## src/rtl/rrt_pkg.sv

```systemverilog
`default_nettype none
package rrt_pkg;
  localparam int TreeDepth    = 4096;
  localparam int CoordBits    = 10;
  localparam int UnitFracBits = 16;
  localparam int CfgBits      = 12;
  localparam int IdxBits      = 12;
  localparam logic [7:0]  DefStepLen  = 8'd4;
  localparam logic [11:0] DefMaxSteps = 12'd3000;

  typedef enum logic [2:0] {
    CfgGoalX  = 3'd0,
    CfgGoalY  = 3'd1,
    CfgStartX = 3'd2,
    CfgStartY = 3'd3,
    CfgStep   = 3'd4,
    CfgMax    = 3'd5
  } cfg_idx_e;

  typedef struct packed {
    logic start;
    logic busy;
    logic done;
  } unit_ctl_t;
endpackage
`default_nettype wire

```

## src/rtl/rrt_unit.sv

```systemverilog
`default_nettype none
// Unit-vector component magnitude: bit-serial search for the largest u with
// u^2 * d2 <= d^2 * 2^(2F), one bit per trial, each trial in two phases
// (square, then compare), so each multiply has a register after it.
module rrt_unit #(
  parameter int COORD_BITS     = 10,
  parameter int UNIT_FRAC_BITS = 16
) (
  input  wire logic                      clk_i,
  input  wire logic                      rst_ni,
  input  wire logic                      start_i,
  input  wire logic [COORD_BITS-1:0]     dabs_i,
  input  wire logic [2*COORD_BITS:0]     d2_i,
  output      logic                      busy_o,
  output      logic                      done_o,
  output      logic [UNIT_FRAC_BITS:0]   u_o
);
  import rrt_pkg::*;
  localparam int UB = UNIT_FRAC_BITS + 1;
  localparam int DB = 2 * COORD_BITS + 1;
  localparam int RB = 2 * COORD_BITS + 2 * UNIT_FRAC_BITS;
  localparam int PB = 2 * UB + DB;
  localparam int BB = $clog2(UB + 1);

  logic [UB-1:0] u_q, c_q;
  logic [2*UB-1:0] cc_q;
  logic [RB-1:0] rhs_q;
  logic [DB-1:0] d2_q;
  logic [BB-1:0] bit_q;
  logic phase_q, busy_q, done_q;
  logic [PB-1:0] prod;

  assign prod = PB'(cc_q) * PB'(d2_q);

  always_ff @(posedge clk_i or negedge rst_ni) begin
    if (!rst_ni) begin
      busy_q  <= 1'b0;
      done_q  <= 1'b0;
      phase_q <= 1'b0;
      bit_q   <= '0;
    end else begin
      done_q <= 1'b0;
      if (start_i && !busy_q) begin
        busy_q  <= 1'b1;
        phase_q <= 1'b0;
        bit_q   <= BB'(UNIT_FRAC_BITS);
      end else if (busy_q) begin
        phase_q <= !phase_q;
        if (phase_q) begin
          if (bit_q == '0) begin
            busy_q <= 1'b0;
            done_q <= 1'b1;
          end else begin
            bit_q <= bit_q - 1'b1;
          end
        end
      end
    end
  end

  always_ff @(posedge clk_i) begin
    if (start_i && !busy_q) begin
      u_q   <= '0;
      d2_q  <= d2_i;
      rhs_q <= RB'(dabs_i) * RB'(dabs_i) << (2 * UNIT_FRAC_BITS);
    end else if (busy_q) begin
      if (!phase_q) begin
        c_q  <= u_q | (UB'(1) << bit_q);
        cc_q <= (2*UB)'(u_q | (UB'(1) << bit_q)) * (2*UB)'(u_q | (UB'(1) << bit_q));
      end else if (prod <= PB'(rhs_q)) begin
        u_q <= c_q;
      end
    end
  end

  assign busy_o = busy_q;
  assign done_o = done_q;
  assign u_o    = u_q;
endmodule
`default_nettype wire

```

## config.mk

```make
export PLATFORM = sky130hd
export DESIGN_NAME = rrt_unit
export DESIGN_NICKNAME = d
export VERILOG_FILES = /design/src/rtl/rrt_pkg.sv /design/src/rtl/rrt_unit.sv
export SDC_FILE = /design/constraint.sdc
export NUM_CORES = 2
export LEC_CHECK = 0
export BUFFER_PORTS_ARGS = -buffer_cell sky130_fd_sc_hd__buf_2
export CAP_MARGIN = 5
export CORE_MARGIN = 3
export CORE_UTILIZATION = 68
export DETAILED_ROUTE_END_ITERATION = 8
export PLACE_DENSITY = 0.87
export SETUP_SLACK_MARGIN = 0.02
export SLEW_MARGIN = 20
export SYNTH_ARGS = -nofsm -noshare
export SYNTH_HDL_FRONTEND = slang
export SYNTH_SLANG_ARGS = --single-unit
```

## constraint.sdc

```tcl
create_clock -name clk_i -period 12.7 [get_ports clk_i]
set_input_delay 2.54 -clock clk_i [delete_from_list [all_inputs] [get_ports clk_i]]
set_output_delay 2.54 -clock clk_i [all_outputs]
set_load 0.005 [all_outputs]
```

==> run_summary.xml <==
<?xml version="1.0" encoding="UTF-8"?>
<metrics>
  <group name="outcome">
    <metric name="status" unit="">completed</metric>
  </group>
  <group name="placed_design">
    <metric name="post_detail_place_hpwl" unit="µm">87770</metric>
    <metric name="gp_congestion" unit="">0.9434</metric>
    <metric name="numPortBuffers" unit="">52</metric>
    <metric name="placement.cell_area" unit="µm²">45040</metric>
  </group>
  <group name="critical_path">
    <metric name="timing.critical_path.slowest_stage_cell" unit="">sky130_fd_sc_hd__edfxtp_1</metric>
    <metric name="criticalPathCategory" unit="">reg2reg</metric>
    <metric name="longest_individual_stage_delay_on_the_worst_path" unit="ns">0.98</metric>
    <metric name="timing.critical_path.to_type" unit="">flip-flop</metric>
    <metric name="critPathMaxFanout" unit="">19</metric>
    <metric name="timing.critical_path.buf_inv" unit="">2</metric>
    <metric name="setup.worst_path.start_class" unit="">flip-flop</metric>
    <metric name="crit_family" unit="">adder cells</metric>
    <metric name="required_time_at_the_worst_slack_endpoint" unit="ns">13.02</metric>
    <metric name="critPathArrivalTime" unit="ns">11.87</metric>
    <metric name="critical_path.most_common_cell" unit="">sky130_fd_sc_hd__fa_1</metric>
  </group>
  <group name="finish">
    <metric name="areaGrowthSynthToFinish" unit="%">3.663</metric>
    <metric name="num_antenna_cells" unit="">0</metric>
    <metric name="final_layout_size_suffix_gt1_share" unit="%">3.644</metric>
    <metric name="num-nets-final" unit="">6093</metric>
    <metric name="multiInputGateArea" unit="µm²">36040</metric>
    <metric name="final_cell_area" unit="µm²">45750</metric>
    <metric name="fillers" unit="">4312</metric>
    <metric name="seq_area" unit="µm²">3213</metric>
  </group>
  <group name="clocking">
    <metric name="cts_tree" unit="">yes</metric>
    <metric name="clock-root-buffer" unit="">sky130_fd_sc_hd__clkbuf_16</metric>
    <metric name="cts_made_buffers" unit="">17</metric>
    <metric name="clkTransAtPathRegs" unit="ns">0.08</metric>
    <metric name="post_cts_buffers" unit="">0</metric>
    <metric name="clkSinkCount" unit="">114</metric>
    <metric name="htree_num_levels" unit="">4</metric>
    <metric name="worstSkewPairLatency" unit="ns">0.48</metric>
    <metric name="maximum_clock_insertion_buffer_count" unit="">2</metric>
    <metric name="postCtsResizedCells" unit="">0</metric>
    <metric name="hold_buffers" unit="">0</metric>
  </group>
  <group name="die">
    <metric name="area_inside_the_core_boundary" unit="µm²">63660</metric>
    <metric name="die_footprint" unit="µm²">67990</metric>
    <metric name="ios" unit="">53</metric>
    <metric name="chip_height" unit="µm">260.8</metric>
    <metric name="die_width" unit="µm">260.8</metric>
    <metric name="std_cell_rows" unit="">92</metric>
    <metric name="initial_core_util" unit="%">69.33</metric>
  </group>
  <group name="sta">
    <metric name="slew_headroom" unit="%">22.35</metric>
    <metric name="timing.final.crit_share" unit="%">90.90</metric>
    <metric name="max_freq" unit="MHz">86.62</metric>
    <metric name="unrepaired_setup_endpoints_after_global_routing" unit="">false</metric>
    <metric name="timing.final.max_slew_violations" unit="">0</metric>
    <metric name="timing.final.setup_violations" unit="">0</metric>
    <metric name="final_report_hold_violation_count" unit="">0</metric>
    <metric name="final.setup_skew" unit="ns">0.01554</metric>
    <metric name="transition_at_the_pin_with_the_smallest_max_transition_slack" unit="ns">1.158</metric>
    <metric name="timing.final.crit_period" unit="ns">11.54</metric>
    <metric name="finalSetupTns" unit="ns">0</metric>
  </group>
  <group name="routing">
    <metric name="via_count" unit="">32630</metric>
    <metric name="drt_iter0_drc" unit="">2943</metric>
    <metric name="drc" unit="">0</metric>
    <metric name="detail_route.vias_per_cell" unit="">5.950</metric>
    <metric name="drt-pass1-iter-count" unit="">8</metric>
    <metric name="postRouteAntennaNets" unit="">0</metric>
    <metric name="post_detailed_route_wirelength_per_cell" unit="µm">20.05</metric>
    <metric name="routed_wl" unit="µm">110000</metric>
  </group>
  <group name="yosys">
    <metric name="synth_area_per_cell" unit="µm²">9.395</metric>
    <metric name="yosys_warn_count" unit="">0</metric>
    <metric name="seq_area_frac_synth" unit="%">7.281</metric>
    <metric name="synthesis.area" unit="µm²">44130</metric>
    <metric name="synth_async_sr_flop_share" unit="%">7.018</metric>
    <metric name="synth_ff_type" unit="">sky130_fd_sc_hd__edfxtp_1</metric>
    <metric name="synth.distinct_cells" unit="">79</metric>
    <metric name="synthesis.instances" unit="">4697</metric>
    <metric name="number_of_synthesized_flops_with_an_enable_pin" unit="">89</metric>
    <metric name="postSynthRegisterBits" unit="">114</metric>
  </group>
  <group name="min_path">
    <metric name="hold_class" unit="">reg2reg</metric>
  </group>
  <group name="global_route">
    <metric name="number_of_antenna_violations_at_the_first_check_in_global_routing" unit="">0</metric>
    <metric name="pin_count_of_the_biggest_net_entering_global_routing" unit="">43</metric>
    <metric name="globalRouteOverflowTotal" unit="">0</metric>
    <metric name="first_global_vias" unit="">36437</metric>
    <metric name="grtUsageTotal" unit="%">34.57</metric>
    <metric name="wire_length_of_the_first_global_routing_pass" unit="µm">182800</metric>
  </group>
  <group name="run">
    <metric name="maxCapViolations" unit="">0</metric>
  </group>
</metrics>
[placed cells by master, fill, tap and decap left out, types with 6 or more instances in the layout]
cell                        instances
sky130_fd_sc_hd__inv_1           1092
sky130_fd_sc_hd__fa_1            1064
sky130_fd_sc_hd__nand2_1          620
sky130_fd_sc_hd__and2_1           381
sky130_fd_sc_hd__ha_1             370
sky130_fd_sc_hd__nor2_1           160
sky130_fd_sc_hd__a21oi_1          115
sky130_fd_sc_hd__edfxtp_1          89
sky130_fd_sc_hd__xnor2_1           75
sky130_fd_sc_hd__buf_2             52
sky130_fd_sc_hd__o21ai_0           45
sky130_fd_sc_hd__a21o_1            44
sky130_fd_sc_hd__buf_4             44
sky130_fd_sc_hd__xor2_1            39
sky130_fd_sc_hd__nor3_1            35
sky130_fd_sc_hd__nand4_1           35
sky130_fd_sc_hd__nand3_1           23
sky130_fd_sc_hd__nor2b_1           22
sky130_fd_sc_hd__o21a_1            19
sky130_fd_sc_hd__a211oi_1          18
sky130_fd_sc_hd__clkbuf_16         18
sky130_fd_sc_hd__dfxtp_1           17
sky130_fd_sc_hd__o31ai_1           16
sky130_fd_sc_hd__and3_1            15
sky130_fd_sc_hd__a31oi_1           14
sky130_fd_sc_hd__nand2b_1          14
sky130_fd_sc_hd__conb_1            13
sky130_fd_sc_hd__o211ai_1          12
sky130_fd_sc_hd__o21bai_1          12
sky130_fd_sc_hd__clkinv_1          10
sky130_fd_sc_hd__o31ai_2           10
sky130_fd_sc_hd__dfrtp_1            8
sky130_fd_sc_hd__and4_1             7
sky130_fd_sc_hd__nor4_1             7
sky130_fd_sc_hd__o2111ai_1          7
sky130_fd_sc_hd__o21ai_1            6
sky130_fd_sc_hd__or3_1              6
sky130_fd_sc_hd__nand3b_1           6
sky130_fd_sc_hd__inv_6              6
sky130_fd_sc_hd__buf_8              6
[cell usage after synthesis (15+ instances only)]
library cell               count  share of area (%)
sky130_fd_sc_hd__ha_1        370                 10
sky130_fd_sc_hd__xor2_1       39               0.77
sky130_fd_sc_hd__inv_1      1092                9.3
sky130_fd_sc_hd__a21oi_1     115                1.3
sky130_fd_sc_hd__and3_1       15               0.21
sky130_fd_sc_hd__nand2_1     620                5.3
sky130_fd_sc_hd__o31ai_1      16               0.27
sky130_fd_sc_hd__a21o_1       44               0.75
sky130_fd_sc_hd__o21ai_0      45               0.51
sky130_fd_sc_hd__a211oi_1     18               0.31
sky130_fd_sc_hd__nor2_1      161                1.4
sky130_fd_sc_hd__nand3_1      23               0.26
sky130_fd_sc_hd__xnor2_1      76                1.5
sky130_fd_sc_hd__nor3_1       36               0.41
sky130_fd_sc_hd__fa_1       1064                 48
sky130_fd_sc_hd__o21a_1       19               0.32
sky130_fd_sc_hd__and2_1      381                5.4
sky130_fd_sc_hd__dfxtp_1      17               0.77
sky130_fd_sc_hd__clkbuf_1    189                1.6
sky130_fd_sc_hd__nand4_1      35               0.50
sky130_fd_sc_hd__nor2b_1      24               0.34
sky130_fd_sc_hd__edfxtp_1     89                6.1
[metrics by stage]
stage	std cells	utilization [%]	hold slack, ns	setup WS [ns]
6_report	5484	71.86	0.5413	1.156
5_1_grt	5484	71.86	0.5611	0.5383
4_1_cts	5478	71.70	0.5383	1.323
3_5_place_dp	5446	70.75	0.5193	1.448
3_3_place_gp	5446	70.75	0.5115	1.654
2_1_floorplan	4708	-	0.4769	3.169
[layer usage]
metal	routed length [µm]	share of wire, %	track usage (%)
met5	0	0	0
met4	6817	6.2	18.35
met3	10840	9.9	7.074
met2	52680	48	55.70
met1	39630	36	44.47
[cell families after synthesis]
group | share of synthesized area (%)
AOI/OAI and AO/OA | 5.622
xor gates and xnor gates | 2.282
adders and majority gates | 58.76
buffers and inverters | 11.23
DFF | 7.281
muxes | 0.1162
other | 0.01702
and+or+nand+nor | 14.69
[final cells by class]
class | count | share of cell area [%]
Tap cell | 846 | 2.314
Timing Repair Buffer | 102 | 1.488
Sequential cell | 114 | 7.024
Inverter | 1105 | 9.067
Clock buffer | 18 | 0.9846
Multi-Input combinational cell | 3285 | 78.79
Clock inverter | 14 | 0.3337
[worst reg2reg max path, delay by kind of cell (launching register included)]
family,cells,cell delay (ns)
XOR/XNOR,1,0.16
AND/OR/NAND/NOR,11,2.75
AO/OA/AOI/OAI,11,2.78
flip-flops,1,0.98
adder cells (fa/ha/maj),9,4.30
buffers and inverters,2,0.41
[path summary, 6_finish.rpt]
kind / to / from / slack [ns] / cells after the start
worst max-delay path: u_o[5]$_SDFFE_PP0P_ / d2_q[7]$_DFFE_PP_ / 1.16 / 34
worst min-delay path: u_o[7]$_SDFFE_PP0P_ / c_q[7]$_DFFE_PP_ / 0.54 / 2
worst max register to register: u_o[5]$_SDFFE_PP0P_ / d2_q[7]$_DFFE_PP_ / 1.16 / 34
worst min register to register: u_o[7]$_SDFFE_PP0P_ / c_q[7]$_DFFE_PP_ / 0.54 / 2
max in group asynchronous: bit_q[4]$_DFFE_PN0P_ / rst_ni / 10.61 / 1
min in group asynchronous: bit_q[3]$_DFFE_PN0P_ / rst_ni / 1.90 / 1
[sequential cells by signal (all words and copies together) (netlist names)]
register	cells
busy_o	1
bit_q	5
phase_q	1
rhs_q	19
cc_q	32
d2_q	21
u_o	17
c_q	17
done_o	1
Power is not shown: default switching activity piles up to over one toggle a cycle in this logic, so the estimate is an artifact.
